===== src/sv/scas_pkg.sv =====
// ----------------------------------------------------------------------------
// Sprite clip sequencer package
// Shared widths, codes, register and command types, and clip lookup functions.
// ----------------------------------------------------------------------------
package scas_pkg;

  localparam int NUM_CLIPS  = 11;
  localparam int MAX_FRAMES = 31;
  localparam int CLIP_W     = 4;
  localparam int FRAME_W    = 5;
  localparam int FIELD_W    = 5;
  localparam int CFG_W      = 55;
  localparam int LOOP_W     = 11;
  localparam int IVL_W      = 10;
  localparam int TIME_W     = 32;
  localparam int KIND_W     = 2;
  localparam int DATA_W     = 64;
  localparam int ADDR_W     = 5;
  localparam int IDX_LSB    = 3;

  typedef enum logic [KIND_W-1:0] {
    KIND_TICK = 2'd0,
    KIND_SET  = 2'd1,
    KIND_PLAY = 2'd2
  } kind_e;

  typedef enum logic [ADDR_W-IDX_LSB-1:0] {
    REG_COUNTS = 2'd0,
    REG_RATES  = 2'd1,
    REG_LOOPS  = 2'd2
  } reg_e;

  typedef enum logic {
    ST_IDLE,
    ST_EXEC
  } state_e;

  typedef struct packed {
    logic [CFG_W-1:0]  counts;
    logic [CFG_W-1:0]  rates;
    logic [LOOP_W-1:0] loops;
  } cfg_t;

  typedef struct packed {
    logic load;
    logic exec;
  } cmd_t;

  function automatic logic [CLIP_W-1:0] clamp_clip(input logic [CLIP_W-1:0] c);
    logic [CLIP_W-1:0] r;
    r = c;
    if (int'(c) >= NUM_CLIPS) r = '0;
    return r;
  endfunction

  function automatic logic [FIELD_W-1:0] field_of(input logic [CFG_W-1:0] reg_v,
                                                  input logic [CLIP_W-1:0] c);
    logic [FIELD_W-1:0] r;
    r = '0;
    for (int i = 0; i < NUM_CLIPS; i++) begin
      if (int'(c) == i) r = reg_v[FIELD_W*i +: FIELD_W];
    end
    return r;
  endfunction

  function automatic logic [FRAME_W-1:0] count_of(input logic [CFG_W-1:0] counts,
                                                  input logic [CLIP_W-1:0] c);
    logic [FIELD_W-1:0] n;
    n = field_of(counts, c);
    if (int'(n) > MAX_FRAMES) n = FIELD_W'(MAX_FRAMES);
    return FRAME_W'(n);
  endfunction

  function automatic logic [IVL_W-1:0] interval_of(input logic [FIELD_W-1:0] fps);
    logic [IVL_W-1:0] r;
    case (fps)
      5'd0:    r = 10'd500;
      5'd1:    r = 10'd1000;
      5'd2:    r = 10'd500;
      5'd3:    r = 10'd333;
      5'd4:    r = 10'd250;
      5'd5:    r = 10'd200;
      5'd6:    r = 10'd166;
      5'd7:    r = 10'd142;
      5'd8:    r = 10'd125;
      5'd9:    r = 10'd111;
      5'd10:   r = 10'd100;
      5'd11:   r = 10'd90;
      5'd12:   r = 10'd83;
      5'd13:   r = 10'd76;
      5'd14:   r = 10'd71;
      5'd15:   r = 10'd66;
      5'd16:   r = 10'd62;
      5'd17:   r = 10'd58;
      5'd18:   r = 10'd55;
      5'd19:   r = 10'd52;
      5'd20:   r = 10'd50;
      5'd21:   r = 10'd47;
      5'd22:   r = 10'd45;
      5'd23:   r = 10'd43;
      5'd24:   r = 10'd41;
      5'd25:   r = 10'd40;
      5'd26:   r = 10'd38;
      5'd27:   r = 10'd37;
      5'd28:   r = 10'd35;
      5'd29:   r = 10'd34;
      5'd30:   r = 10'd33;
      default: r = 10'd32;
    endcase
    return r;
  endfunction

endpackage


===== src/sv/scas_if.sv =====
// ----------------------------------------------------------------------------
// Sprite clip sequencer channels
// Valid/ready request channel and result channel with their payloads.
// ----------------------------------------------------------------------------
interface scas_in_if;
  logic                            valid;
  logic                            ready;
  logic [scas_pkg::KIND_W-1:0]     kind;
  logic [scas_pkg::TIME_W-1:0]     now_ms;
  logic [scas_pkg::CLIP_W-1:0]     target_clip;
  logic [scas_pkg::CLIP_W-1:0]     return_clip;

  modport source (output valid, kind, now_ms, target_clip, return_clip, input ready);
  modport sink   (input valid, kind, now_ms, target_clip, return_clip, output ready);
endinterface

interface scas_out_if;
  logic                            valid;
  logic                            ready;
  logic                            shown;
  logic [scas_pkg::CLIP_W-1:0]     clip;
  logic [scas_pkg::FRAME_W-1:0]    frame;

  modport source (output valid, shown, clip, frame, input ready);
  modport sink   (input valid, shown, clip, frame, output ready);
endinterface


===== src/sv/scas_regs.sv =====
// ----------------------------------------------------------------------------
// Sprite clip sequencer configuration registers
// APB-style write/read port for frame counts, frame rates and loop flags.
// ----------------------------------------------------------------------------
module scas_regs (
  input  logic                          clk_i,
  input  logic                          rst_ni,
  input  logic                          psel,
  input  logic                          penable,
  input  logic                          pwrite,
  input  logic [scas_pkg::ADDR_W-1:0]   paddr,
  input  logic [scas_pkg::DATA_W-1:0]   pwdata,
  output logic [scas_pkg::DATA_W-1:0]   prdata,
  output logic                          pready,
  output scas_pkg::cfg_t                cfg_o
);

  logic [scas_pkg::CFG_W-1:0]  counts_q;
  logic [scas_pkg::CFG_W-1:0]  rates_q;
  logic [scas_pkg::LOOP_W-1:0] loops_q;
  logic                        wr_en;
  scas_pkg::reg_e              idx;

  assign pready = 1'b1;
  assign wr_en  = psel && penable && pwrite && pready;
  assign idx    = scas_pkg::reg_e'(paddr[scas_pkg::ADDR_W-1:scas_pkg::IDX_LSB]);

  always_ff @(posedge clk_i or negedge rst_ni) begin
    if (!rst_ni) begin
      counts_q <= '0;
      rates_q  <= '0;
      loops_q  <= '0;
    end else if (wr_en) begin
      case (idx)
        scas_pkg::REG_COUNTS: counts_q <= pwdata[scas_pkg::CFG_W-1:0];
        scas_pkg::REG_RATES:  rates_q  <= pwdata[scas_pkg::CFG_W-1:0];
        scas_pkg::REG_LOOPS:  loops_q  <= pwdata[scas_pkg::LOOP_W-1:0];
        default: begin
        end
      endcase
    end
  end

  always_comb begin
    case (idx)
      scas_pkg::REG_COUNTS: prdata = scas_pkg::DATA_W'(counts_q);
      scas_pkg::REG_RATES:  prdata = scas_pkg::DATA_W'(rates_q);
      scas_pkg::REG_LOOPS:  prdata = scas_pkg::DATA_W'(loops_q);
      default:              prdata = '0;
    endcase
  end

  assign cfg_o.counts = counts_q;
  assign cfg_o.rates  = rates_q;
  assign cfg_o.loops  = loops_q;

endmodule


===== src/sv/scas_ctrl.sv =====
// ----------------------------------------------------------------------------
// Sprite clip sequencer controller
// Two-state sequencer: capture and lookup, then execute into the result register.
// ----------------------------------------------------------------------------
module scas_ctrl (
  input  logic            clk_i,
  input  logic            rst_ni,
  input  logic            in_valid_i,
  output logic            in_ready_o,
  output logic            out_valid_o,
  input  logic            out_ready_i,
  output scas_pkg::cmd_t  cmd_o
);

  scas_pkg::state_e state_q, state_d;
  logic             out_valid_q, out_valid_d;
  logic             out_free;

  always_ff @(posedge clk_i or negedge rst_ni) begin
    if (!rst_ni) begin
      state_q     <= scas_pkg::ST_IDLE;
      out_valid_q <= 1'b0;
    end else begin
      state_q     <= state_d;
      out_valid_q <= out_valid_d;
    end
  end

  always_comb begin
    state_d     = state_q;
    in_ready_o  = 1'b0;
    cmd_o.load  = 1'b0;
    cmd_o.exec  = 1'b0;
    out_free    = !out_valid_q || out_ready_i;
    case (state_q)
      scas_pkg::ST_IDLE: begin
        in_ready_o = 1'b1;
        if (in_valid_i) begin
          cmd_o.load = 1'b1;
          state_d    = scas_pkg::ST_EXEC;
        end
      end
      scas_pkg::ST_EXEC: begin
        // hold the request until the result slot is free
        if (out_free) begin
          cmd_o.exec = 1'b1;
          state_d    = scas_pkg::ST_IDLE;
        end
      end
      default: state_d = scas_pkg::ST_IDLE;
    endcase
    if (cmd_o.exec) out_valid_d = 1'b1;
    else if (out_ready_i) out_valid_d = 1'b0;
    else out_valid_d = out_valid_q;
  end

  assign out_valid_o = out_valid_q;

endmodule


===== src/sv/scas_dp.sv =====
// ----------------------------------------------------------------------------
// Sprite clip sequencer datapath
// Request capture, clip lookups, sequencer state and result register.
// ----------------------------------------------------------------------------
module scas_dp (
  input  logic                          clk_i,
  input  logic                          rst_ni,
  input  scas_pkg::cmd_t                cmd_i,
  input  scas_pkg::cfg_t                cfg_i,
  input  logic [scas_pkg::KIND_W-1:0]   kind_i,
  input  logic [scas_pkg::TIME_W-1:0]   now_ms_i,
  input  logic [scas_pkg::CLIP_W-1:0]   target_clip_i,
  input  logic [scas_pkg::CLIP_W-1:0]   return_clip_i,
  output logic                          shown_o,
  output logic [scas_pkg::CLIP_W-1:0]   clip_o,
  output logic [scas_pkg::FRAME_W-1:0]  frame_o
);

  localparam int CW = scas_pkg::CLIP_W;
  localparam int FW = scas_pkg::FRAME_W;
  localparam int TW = scas_pkg::TIME_W;

  // sequencer state
  logic [CW-1:0] active_q, active_d;
  logic [CW-1:0] pending_q, pending_d;
  logic [FW-1:0] fp_q, fp_d;
  logic          os_q, os_d;
  logic          started_q, started_d;
  logic [TW-1:0] last_q, last_d;

  // captured request and lookups
  logic [scas_pkg::KIND_W-1:0] kind_q;
  logic [TW-1:0]               now_q;
  logic [CW-1:0]               tgt_q;
  logic [CW-1:0]               ret_q;
  logic [FW-1:0]               cnt_act_q;
  logic [FW-1:0]               cnt_tgt_q;
  logic [FW-1:0]               cnt_pend_q;
  logic [scas_pkg::IVL_W-1:0]  ivl_q;
  logic                        loop_q;
  logic                        ge_q;

  logic                        shown_q;
  logic [CW-1:0]               out_clip_q;
  logic [FW-1:0]               out_frame_q;

  logic [CW-1:0]               tgt_c;
  logic [scas_pkg::IVL_W-1:0]  ivl_c;
  logic [TW-1:0]               elapsed_c;
  logic                        shown_d;
  logic                        enter_pend;
  logic [FW:0]                 next_fp;

  assign tgt_c     = scas_pkg::clamp_clip(target_clip_i);
  assign ivl_c     = scas_pkg::interval_of(scas_pkg::field_of(cfg_i.rates, active_q));
  assign elapsed_c = now_ms_i - last_q;

  always_ff @(posedge clk_i) begin
    if (cmd_i.load) begin
      kind_q     <= kind_i;
      now_q      <= now_ms_i;
      tgt_q      <= tgt_c;
      ret_q      <= scas_pkg::clamp_clip(return_clip_i);
      cnt_act_q  <= scas_pkg::count_of(cfg_i.counts, active_q);
      cnt_tgt_q  <= scas_pkg::count_of(cfg_i.counts, tgt_c);
      cnt_pend_q <= scas_pkg::count_of(cfg_i.counts, pending_q);
      ivl_q      <= ivl_c;
      loop_q     <= cfg_i.loops[active_q];
      ge_q       <= elapsed_c >= TW'(ivl_c);
    end
    if (cmd_i.exec) begin
      shown_q     <= shown_d;
      out_clip_q  <= active_d;
      out_frame_q <= fp_d;
    end
  end

  always_ff @(posedge clk_i or negedge rst_ni) begin
    if (!rst_ni) begin
      active_q  <= '0;
      pending_q <= '0;
      fp_q      <= '0;
      os_q      <= 1'b0;
      started_q <= 1'b0;
      last_q    <= '0;
    end else if (cmd_i.exec) begin
      active_q  <= active_d;
      pending_q <= pending_d;
      fp_q      <= fp_d;
      os_q      <= os_d;
      started_q <= started_d;
      last_q    <= last_d;
    end
  end

  always_comb begin
    active_d   = active_q;
    pending_d  = pending_q;
    fp_d       = fp_q;
    os_d       = os_q;
    started_d  = started_q;
    last_d     = last_q;
    shown_d    = 1'b0;
    enter_pend = 1'b0;
    next_fp    = {1'b0, fp_q} + (FW+1)'(1);
    case (scas_pkg::kind_e'(kind_q))
      scas_pkg::KIND_TICK: begin
        if (cnt_act_q == '0) begin
        end else if (cnt_act_q == FW'(1)) begin
          if (os_q && ge_q) enter_pend = 1'b1;
        end else if (!loop_q && !os_q && (next_fp >= {1'b0, cnt_act_q})) begin
        end else if (ge_q) begin
          last_d = last_q + TW'(ivl_q);
          if (next_fp >= {1'b0, cnt_act_q}) begin
            if (os_q) begin
              fp_d       = next_fp[FW] ? '1 : next_fp[FW-1:0];
              enter_pend = 1'b1;
            end else begin
              fp_d    = loop_q ? '0 : cnt_act_q - FW'(1);
              shown_d = 1'b1;
            end
          end else begin
            fp_d    = next_fp[FW-1:0];
            shown_d = 1'b1;
          end
        end
      end
      scas_pkg::KIND_SET: begin
        if (!(started_q && (tgt_q == active_q) && !os_q)) begin
          active_d  = tgt_q;
          started_d = 1'b1;
          os_d      = 1'b0;
          fp_d      = '0;
          last_d    = now_q;
          shown_d   = cnt_tgt_q != '0;
        end
      end
      scas_pkg::KIND_PLAY: begin
        active_d  = tgt_q;
        pending_d = ret_q;
        os_d      = 1'b1;
        fp_d      = '0;
        last_d    = now_q;
        shown_d   = cnt_tgt_q != '0;
      end
      default: begin
      end
    endcase
    // one-shot done: switch to the return clip unless it is already running
    if (enter_pend) begin
      os_d = 1'b0;
      if (!(started_q && (pending_q == active_q))) begin
        active_d  = pending_q;
        started_d = 1'b1;
        fp_d      = '0;
        last_d    = now_q;
        shown_d   = cnt_pend_q != '0;
      end
    end
  end

  assign shown_o = shown_q;
  assign clip_o  = out_clip_q;
  assign frame_o = out_frame_q;

endmodule


===== src/sv/sprite_clip_animation_sequencer.sv =====
// ----------------------------------------------------------------------------
// Sprite clip animation sequencer
// Frame sequencer for configurable sprite clips, one result per request.
// ----------------------------------------------------------------------------
// Usage:
//   in_i  : request channel (kind, now_ms, target_clip, return_clip),
//           valid/ready; a request is taken when both are high.
//   out_o : result channel (shown, clip, frame), valid/ready.
//   APB   : 64-bit bus, registers at 0x00 frame counts, 0x08 frame rates,
//           0x10 loop flags; pready is tied high. Write only while idle.
// Sequence:
//   The accept cycle captures a request together with the clip lookups
//   and elapsed-time compare; the execute step then updates the
//   sequencer state and loads the result register once the result slot is
//   free. No new request is taken until the execute step has run.
// Stall:
//   A waiting result does not block the next accept; that request holds in
//   the execute step until the result register is taken.
// Reset:
//   Config, clip and timer state clear to zero; capture/result regs not reset.
// ----------------------------------------------------------------------------
module sprite_clip_animation_sequencer (
  input  logic                          clk_i,
  input  logic                          rst_ni,
  input  logic                          psel,
  input  logic                          penable,
  input  logic                          pwrite,
  input  logic [scas_pkg::ADDR_W-1:0]   paddr,
  input  logic [scas_pkg::DATA_W-1:0]   pwdata,
  output logic [scas_pkg::DATA_W-1:0]   prdata,
  output logic                          pready,
  scas_in_if.sink                       in_i,
  scas_out_if.source                    out_o
);

  scas_pkg::cfg_t cfg;
  scas_pkg::cmd_t cmd;

  scas_regs u_regs (
    .clk_i   (clk_i),
    .rst_ni  (rst_ni),
    .psel    (psel),
    .penable (penable),
    .pwrite  (pwrite),
    .paddr   (paddr),
    .pwdata  (pwdata),
    .prdata  (prdata),
    .pready  (pready),
    .cfg_o   (cfg)
  );

  scas_ctrl u_ctrl (
    .clk_i       (clk_i),
    .rst_ni      (rst_ni),
    .in_valid_i  (in_i.valid),
    .in_ready_o  (in_i.ready),
    .out_valid_o (out_o.valid),
    .out_ready_i (out_o.ready),
    .cmd_o       (cmd)
  );

  scas_dp u_dp (
    .clk_i         (clk_i),
    .rst_ni        (rst_ni),
    .cmd_i         (cmd),
    .cfg_i         (cfg),
    .kind_i        (in_i.kind),
    .now_ms_i      (in_i.now_ms),
    .target_clip_i (in_i.target_clip),
    .return_clip_i (in_i.return_clip),
    .shown_o       (out_o.shown),
    .clip_o        (out_o.clip),
    .frame_o       (out_o.frame)
  );

endmodule


===== src/flat_wrapper.sv =====
// flat-port wrapper written by rule: the top's interface ports become plain ports
module sprite_clip_animation_sequencer_flat 
  (clk_i, rst_ni, psel, penable, pwrite, paddr, pwdata, prdata, pready, in_i_valid, in_i_kind, in_i_now_ms, in_i_target_clip, in_i_return_clip, in_i_ready, out_o_valid, out_o_shown, out_o_clip, out_o_frame, out_o_ready);
  scas_in_if in_i_i ();
  scas_out_if out_o_i ();
  input  logic clk_i;
  input  logic rst_ni;
  input  logic psel;
  input  logic penable;
  input  logic pwrite;
  input  logic [scas_pkg::ADDR_W-1:0] paddr;
  input  logic [scas_pkg::DATA_W-1:0] pwdata;
  output logic [scas_pkg::DATA_W-1:0] prdata;
  output logic pready;
  input wire logic [$bits(in_i_i.valid)-1:0] in_i_valid;
  input wire logic [$bits(in_i_i.kind)-1:0] in_i_kind;
  input wire logic [$bits(in_i_i.now_ms)-1:0] in_i_now_ms;
  input wire logic [$bits(in_i_i.target_clip)-1:0] in_i_target_clip;
  input wire logic [$bits(in_i_i.return_clip)-1:0] in_i_return_clip;
  output wire logic [$bits(in_i_i.ready)-1:0] in_i_ready;
  output wire logic [$bits(out_o_i.valid)-1:0] out_o_valid;
  output wire logic [$bits(out_o_i.shown)-1:0] out_o_shown;
  output wire logic [$bits(out_o_i.clip)-1:0] out_o_clip;
  output wire logic [$bits(out_o_i.frame)-1:0] out_o_frame;
  input wire logic [$bits(out_o_i.ready)-1:0] out_o_ready;
  assign in_i_i.valid = in_i_valid;
  assign in_i_i.kind = in_i_kind;
  assign in_i_i.now_ms = in_i_now_ms;
  assign in_i_i.target_clip = in_i_target_clip;
  assign in_i_i.return_clip = in_i_return_clip;
  assign in_i_ready = in_i_i.ready;
  assign out_o_valid = out_o_i.valid;
  assign out_o_shown = out_o_i.shown;
  assign out_o_clip = out_o_i.clip;
  assign out_o_frame = out_o_i.frame;
  assign out_o_i.ready = out_o_ready;
  sprite_clip_animation_sequencer u_core (.clk_i(clk_i), .rst_ni(rst_ni), .psel(psel), .penable(penable), .pwrite(pwrite), .paddr(paddr), .pwdata(pwdata), .prdata(prdata), .pready(pready), .in_i(in_i_i), .out_o(out_o_i));
endmodule

===== config.mk =====
export PLATFORM = sky130hd
export DESIGN_NAME = sprite_clip_animation_sequencer_flat
export DESIGN_NICKNAME = d
export VERILOG_FILES = /design/src/sv/scas_pkg.sv /design/src/sv/scas_if.sv /design/src/sv/scas_regs.sv /design/src/sv/scas_ctrl.sv /design/src/sv/scas_dp.sv /design/src/sv/sprite_clip_animation_sequencer.sv /design/src/flat_wrapper.sv
export SDC_FILE = /design/constraint.sdc
export NUM_CORES = 1
export LEC_CHECK = 0
export ABC_AREA = 1
export BUFFER_PORTS_ARGS = -buffer_cell sky130_fd_sc_hd__buf_2
export CAP_MARGIN = 5
export CORE_AREA = 10 10 181 183
export CTS_CLUSTER_DIAMETER = 80
export CTS_CLUSTER_SIZE = 25
export DETAILED_ROUTE_END_ITERATION = 7
export DIE_AREA = 0 0 191 193
export GPL_ROUTABILITY_DRIVEN = 0
export GPL_TIMING_DRIVEN = 0
export HOLD_SLACK_MARGIN = 0.08
export PLACE_DENSITY = 0.81
export SYNTH_ARGS = -nofsm -noshare
export SYNTH_HDL_FRONTEND = slang
export SYNTH_SLANG_ARGS = --single-unit

===== constraint.sdc =====
create_clock -name clk_i -period 4.5 [get_ports clk_i]
set_input_delay 0.225 -clock clk_i [delete_from_list [all_inputs] [get_ports clk_i]]
set_output_delay 0.225 -clock clk_i [all_outputs]
set_load 0.02 [all_outputs]

==> results of run 1 <==
## worst min path at each step
stage                              startpoint                   endpoint  depth (start not counted)
after CTS                 in_i_target_clip[3]       u_core.u_dp.tgt_q[2]                          2
after floorplan                        rst_ni  u_core.u_ctrl.out_valid_o                          0
final                     in_i_target_clip[3]       u_core.u_dp.tgt_q[2]                          2
after global placement           in_i_kind[0]      u_core.u_dp.kind_q[0]                          1
after detailed placement               rst_ni  u_core.u_regs.counts_q[6]                          1
after global routing      in_i_target_clip[3]       u_core.u_dp.tgt_q[2]                          2
## repair_timing
| item | CTS | global route |
|---|---|---|
| hold buffers | 96 | 0 |
| setup endpoints to repair | 1 | 1 |
| pin swaps | 29 | 53 |
| setup buffers | 27 | 24 |
| hold endpoints to repair | 242 | 0 |
| gates cloned | 0 | 1 |
| gates resized for setup | 47 | 66 |
## power groups by stage
stage / clock, uW / combinational (uW) / sequential [uW]
6_report: 1500 / 8270 / 3700
3_5_place_dp: 0 / 6700 / 3680
4_1_cts: 1500 / 7220 / 3650
3_3_place_gp: 0 / 6450 / 3690
5_1_grt: 1570 / 9050 / 3750
2_1_floorplan: 0 / 4880 / 3550
## layer usage
metal | part of all wire [%] | vias to the layer above
li1 | - | 8629
met1 | 38 | 8773
met2 | 45 | 1442
met3 | 13 | 260
met4 | 4.6 | 0
met5 | 0 | -
## area by class of cell
class / instances / area [sq um]
antenna: 2 / 5.00
buffer: 87 / 422
clock buffer: 18 / 408
clock inverter: 6 / 60.1
fill: 2255 / 8240
inverter: 366 / 1410
multi-input combinational: 1708 / 9260
sequential: 249 / 6630
tap: 390 / 488
timing repair buffer: 322 / 2320
## sequential cells by signal (all words and copies together), names as in the netlist, 4 cells and up
signal / flops
u_core.u_regs.loops_q: 11
u_core.u_dp.clip_o: 4
u_core.u_dp.pending_q: 4
u_core.u_regs.counts_q: 55
u_core.u_dp.cnt_pend_q: 5
u_core.u_dp.tgt_q: 4
u_core.u_dp.last_q: 32
u_core.u_regs.rates_q: 55
u_core.u_dp.ret_q: 4
u_core.u_dp.cnt_tgt_q: 5
u_core.u_dp.cnt_act_q: 5
u_core.u_dp.fp_q: 5
u_core.u_dp.ivl_q: 10
u_core.u_dp.active_q: 4
u_core.u_dp.frame_o: 5
u_core.u_dp.now_q: 32
## cells by family after synthesis
kind of cell,Yosys count,synth area share (%)
simple gates,999,24.5
compound gates,585,19.2
flops,249,38.4
fa+ha+maj,73,5.38
xor+xnor,41,2.08
other cells,2,0.0435
buf+inv,453,10.4
## synth_stat cells, types with 9 or more instances
cell / n
nor2_4: 10
o21bai_1: 9
o21ai_0: 300
o221ai_1: 21
o21ai_1: 34
a221oi_1: 10
ha_1: 71
dfrtp_1: 170
xor2_1: 33
a21oi_1: 107
buf_4: 14
nor3_1: 20
nand3_1: 105
nand4_1: 26
o22ai_1: 45
nand2_2: 9
nor2_1: 158
inv_1: 337
o2111ai_1: 9
nand2_1: 633
edfxtp_1: 79
clkbuf_1: 59
o211ai_1: 12
inv_2: 25
## worst reg2reg max path, delay by kind of cell (launching register included)
kind | cells | cell delay [ns]
AO/OA/AOI/OAI | 4 | 0.65
adder cells (fa/ha/maj) | 2 | 0.57
buffers and inverters | 3 | 0.28
flip-flops | 1 | 0.45
AND/OR/NAND/NOR | 22 | 2.34
## metrics by stage
step	area, sq um	utilization (%)	std cells	total power, uW
2_1_floorplan	17300	-	2410	8430
4_1_cts	20500	70.1	3121	12400
5_1_grt	21000	71.8	3148	14400
6_report	21000	71.8	3148	13500
3_5_place_dp	18700	63.9	2974	10400
3_3_place_gp	18600	63.7	2972	10100
==> results.py, run 1 <==
metrics = {
    "global_route": {
        "antenna_found_initial": 2,
        "grt_use_met2_pct": 50.2,
        "grt_overflow": 0,
        "gr-usage-met3_pct": 6.89,
        "grtUsageTotal_pct": 31.7,
        "grt.busiest_layer": "met2",
        "grt_pass1_vias": 18253,
        "grt_pass1_wl_um": 94800,
        "gr-usage-met1_pct": 41.4,
        "grt_max_degree": 89,
    },
    "routing": {
        "route.detailed.wl_per_inst_um": 19.3,
        "dr.pass1.iters": 7,
        "drc": 0,
        "routed_via_density": 6.07,
        "drtAntennaViolNets": 0,
        "first_iter_violations": 3021,
        "vias": 19104,
        "wirelength_um": 60700,
    },
    "pwr": {
        "comb_power_share_pct": 61.4,
        "clkPwrFrac_pct": 11.2,
        "switchingPower_uw": 6710,
        "leakage_uw": 0.0101,
        "peakVddDrop_uv": 464,
        "p_int_uw": 6770,
        "powerDensity_nw_per_um2": 642,
        "swShare_pct": 49.8,
        "p_seq_share_pct": 27.5,
    },
    "cts": {
        "htree_levels": 1,
        "insertion_delay_ns": 0.50,
        "cts.clk_slew.worst_paths_ns": 0.10,
        "clockRootBuffer": "clkbuf_16",
        "clockBufferDepth": 3,
        "clock-sinks": 249,
        "numCtsBuffers": 15,
        "cts_tree": "done",
    },
    "timing": {
        "fmax_ghz": 0.219,
        "hold_slack_ns": 0.158,
        "finalSetupViolCount": 1,
        "rsz0062_at_grt": "true",
        "final_max_slew_viol_count": 0,
        "worst_slew_pin_slew_ns": 1.30,
        "setup_ws_ns": -0.0637,
        "skew_ns": 0.0155,
        "finalHoldViolCount": 0,
        "min_period_ns": 4.56,
        "fin_setup_tns_ns": -0.0637,
        "fin_crit_sh_pct": 101,
        "max_slew_margin_pct": 13.2,
    },
    "synthesis": {
        "yosysTopAreaCell": "dfrtp_1",
        "synthArstFlopShare_pct": 68.3,
        "synth_seq_area_share_pct": 38.4,
        "synth_edf_count": 79,
        "syn_area_per_cell_sq_um": 7.18,
        "syn_area_sq_um": 17300,
        "syn_inst": 2402,
        "yosysWarnings": 0,
        "yosys_most_used_dff": "dfrtp_1",
        "synth_seq_cells": 249,
        "ys_top_cells_by_area": "dfrtp_1 (25%), nand2_1 (14%), edfxtp_1 (14%)",
        "synth_top_area_share_pct": 24.7,
        "synth.distinct_cells": 60,
    },
    "finish": {
        "nNetsFinal": 2940,
        "final_common_cell": "nand2_1",
        "layout_common_cells": "nand2_1 (619), inv_1 (333), o21ai_0 (299), buf_2 (179), dfrtp_1 (166)",
        "area_growth_pct": 21.7,
        "post_route_cells_drive_above_1_share_pct": 14.8,
    },
    "critical_path": {
        "slowest_delay_ns": 0.45,
        "path_buf_inv": 3,
        "startpoint_type": "flip-flop",
        "cp_max_fo": 7,
        "worstSetupEndpoint": "u_core.u_dp.ge_q",
        "required_ns": 4.73,
        "r2r-start": "u_core.u_dp.active_q[0]",
        "critical_path_arrival_ns": 4.79,
        "cp_common_cell": "nor2_1",
        "slowest_stage": "dfrtp_2",
        "crit_path_end_kind": "flip-flop",
        "path_class": "reg -> reg",
        "rrSetupSlack_ns": -0.06,
        "reg2regPathDepth": 31,
        "r2r_end": "u_core.u_dp.ge_q",
        "cp.depth": 31,
        "critPathTopFamily": "simple AND/OR/NAND/NOR gates",
        "startpoint": "u_core.u_dp.active_q[0]",
    },
    "status": {
        "violations": "negative setup slack",
        "status": "finished, violations left",
    },
    "job": {
        "max_cap_violations": 0,
    },
    "place": {
        "port_buffers": 172,
        "hpwl_um": 43600,
        "dp_slack_ns": -0.411,
    },
    "floorplan": {
        "core_area_sq_um": 29200,
        "rows": 63,
        "dieArea_sq_um": 36900,
        "start_util_pct": 59.0,
        "die_x_um": 191,
        "io_pins": 195,
        "die_h_um": 193,
    },
    "hold_path": {
        "hold_class": "in -> reg",
    },
}
No activity file was read; power rests on OpenSTA's default activity.
==> inputs of run 2 (changes only) <==
--- a/config.mk
+++ b/config.mk
@@ -16,6 +16,7 @@
 export GPL_ROUTABILITY_DRIVEN = 0
 export GPL_TIMING_DRIVEN = 0
 export HOLD_SLACK_MARGIN = 0.08
+export MAX_ROUTING_LAYER = met4
 export PLACE_DENSITY = 0.81
 export SYNTH_ARGS = -nofsm -noshare
 export SYNTH_HDL_FRONTEND = slang
==> run 2 against run 1 <==
  * Hold slack improved by 0.0020 ns
  * Core utilization grew 0.63 points
  * Sequential share of layout area is 0.27 points lower
  * Register-to-register slack improved by 0.07 ns
  * Largest cell class unchanged
  * Via count rose by 0.78%
  * The run now ends clean
  * Fmax is 1.6% higher
  * Final cell count grew 0.44%
  * Non-clock buffer count is 14 higher
==> results.py, run 2 (synthesis gave the netlist of run 1 again) <==
metrics = {
    "status": {
        "status": "completed",
    },
    "critical_path": {
        "slowest_stage": "dfrtp_2",
        "rrSetupSlack_ns": 0.008,
        "reg2regPathDepth": 32,
        "r2r_end": "u_core.u_dp.ge_q",
        "required_ns": 4.73,
        "path_class": "reg -> reg",
        "cp_common_cell": "nand2_2",
        "startpoint_type": "flip-flop",
        "critical_path_arrival_ns": 4.72,
        "slowest_delay_ns": 0.47,
        "crit_path_end_kind": "flip-flop",
        "r2r-start": "u_core.u_dp.active_q[0]",
        "cp_max_fo": 7,
    },
    "cts": {
        "htree_levels": 1,
        "clockBufferDepth": 3,
        "clock-sinks": 249,
        "clockRootBuffer": "clkbuf_16",
        "cts.clk_slew.worst_paths_ns": 0.11,
        "numCtsBuffers": 15,
        "insertion_delay_ns": 0.51,
        "cts_tree": "done",
    },
    "timing": {
        "worst_slew_pin_slew_ns": 1.29,
        "setup_ws_ns": 0.00787,
        "skew_ns": 0.0176,
        "finalHoldViolCount": 0,
        "fmax_ghz": 0.223,
        "max_slew_margin_pct": 13.7,
        "min_period_ns": 4.49,
        "fin_crit_sh_pct": 99.8,
        "final_max_slew_viol_count": 0,
        "rsz0062_at_grt": "true",
        "finalSetupViolCount": 0,
        "fin_setup_tns_ns": 0,
    },
    "floorplan": {
        "rows": 63,
        "core_area_sq_um": 29200,
        "die_x_um": 191,
        "dieArea_sq_um": 36900,
        "start_util_pct": 59.0,
        "io_pins": 195,
        "die_h_um": 193,
    },
    "routing": {
        "route.detailed.wl_per_inst_um": 19.4,
        "drc": 0,
        "vias": 19253,
        "wirelength_um": 61300,
        "first_iter_violations": 3142,
        "routed_via_density": 6.09,
        "dr.pass1.iters": 6,
        "drtAntennaViolNets": 0,
    },
    "global_route": {
        "grt_pass1_vias": 18232,
        "antenna_found_initial": 2,
        "grt_pass1_wl_um": 94900,
        "grtUsageTotal_pct": 32.7,
        "grt_max_degree": 89,
        "grt_overflow": 0,
    },
    "finish": {
        "area_growth_pct": 22.8,
        "final_cells": 3162,
        "top_regs": "u_core.u_regs.counts_q x55, u_core.u_regs.rates_q x55",
        "nNetsFinal": 2954,
        "post_route_cells_drive_above_1_share_pct": 15.3,
        "final_common_cell": "nand2_1",
        "layout_common_cells": "nand2_1 (617), inv_1 (332), o21ai_0 (299), buf_2 (178), dfrtp_1 (166)",
        "design_area_sq_um": 21200,
    },
    "pwr": {
        "comb_power_share_pct": 61.9,
        "clkPwrFrac_pct": 11.0,
        "p_seq_share_pct": 27.0,
        "powerDensity_nw_per_um2": 646,
        "swShare_pct": 49.7,
        "leakage_uw": 0.0102,
        "p_int_uw": 6890,
        "peakVddDrop_uv": 550,
        "switchingPower_uw": 6790,
        "power.total_uw": 13700,
    },
    "hold_path": {
        "min_from": "in_i_target_clip[3]",
        "hold_class": "in -> reg",
        "min_to": "u_core.u_dp.tgt_q[2]",
        "whs_path_depth": 2,
    },
    "place": {
        "dp.cells": 2974,
        "dp_slack_ns": -0.411,
        "port_buffers": 172,
        "placed_cell_area_sq_um": 18700,
        "hpwl_um": 43600,
    },
    "job": {
        "max_cap_violations": 0,
    },
}
[run 2: cell count changes in the layout (fill, tap and decap cells not counted), sizes merged]
cell	change
buf	+14
[run 2: how the worst max path moves through the flow]
stage / startpoint / to / slack (ns) / cells past startpoint
6_report: u_core.u_dp.active_q[0] / u_core.u_dp.ge_q / 0.008 / 32
5_1_grt: u_core.u_dp.active_q[0] / u_core.u_dp.ge_q / -0.28 / 33
4_1_cts: u_core.u_dp.active_q[2] / u_core.u_dp.ge_q / 0.002 / 32
3_5_place_dp: u_core.u_dp.active_q[3] / u_core.u_dp.ge_q / -0.41 / 35
3_3_place_gp: u_core.u_ctrl.state_q / u_core.u_dp.ivl_q[2] / -0.35 / 1
2_1_floorplan: u_core.u_dp.active_q[3] / u_core.u_dp.ge_q / 0.65 / 34
[run 2: layer usage]
metal | up-vias | GRT usage, % | wire length, um
met1 | 8842 | 41.6 | 23200
met3 | 292 | 6.58 | 7620
met4 | 0 | 13.4 | 3020
li1 | 8652 | - | -
met5 | - | - | 0
met2 | 1467 | 50.2 | 27500
[run 2: timing repair]
action	in CTS	in global routing
setup endpoints to repair	1	1
pin swaps	29	62
hold endpoints to repair	242	0
setup buffers	27	38
cloned	0	1
gates resized for setup	47	83
hold buffers	96	0
[run 2: layout make-up]
cell class / instances / area (sq um)
antenna: 2 / 5.00
fill: 2207 / 8060
clock buffer: 18 / 408
tap: 390 / 488
inverter: 366 / 1410
clock inverter: 6 / 60.1
timing repair buffer: 336 / 2420
sequential: 249 / 6630
multi-input combinational: 1708 / 9340
buffer: 87 / 422
[run 2: metrics by stage]
step,utilization [%],hold WS [ns]
final,72.5,0.160
after global routing,72.5,0.149
after CTS,70.1,0.147
after detailed placement,63.9,0.251
after global placement,63.7,0.404
after floorplan,-,-0.0706
[run 2: power by group through the flow]
stage / logic [uW] / clock network, uW / registers, uW
after CTS: 7220 / 1500 / 3650
after floorplan: 4880 / 0 / 3550
final: 8470 / 1510 / 3700
after global routing: 9270 / 1570 / 3750
after detailed placement: 6700 / 0 / 3680
after global placement: 6450 / 0 / 3690
[run 2: critical path, delay by kind of cell, from the launching register on]
family	cells	cell delay, ns
AO/OA/AOI/OAI	1	0.06
AND/OR/NAND/NOR	23	2.56
flip-flops	1	0.47
buffers and inverters	6	0.71
adder cells (fa/ha/maj)	2	0.39
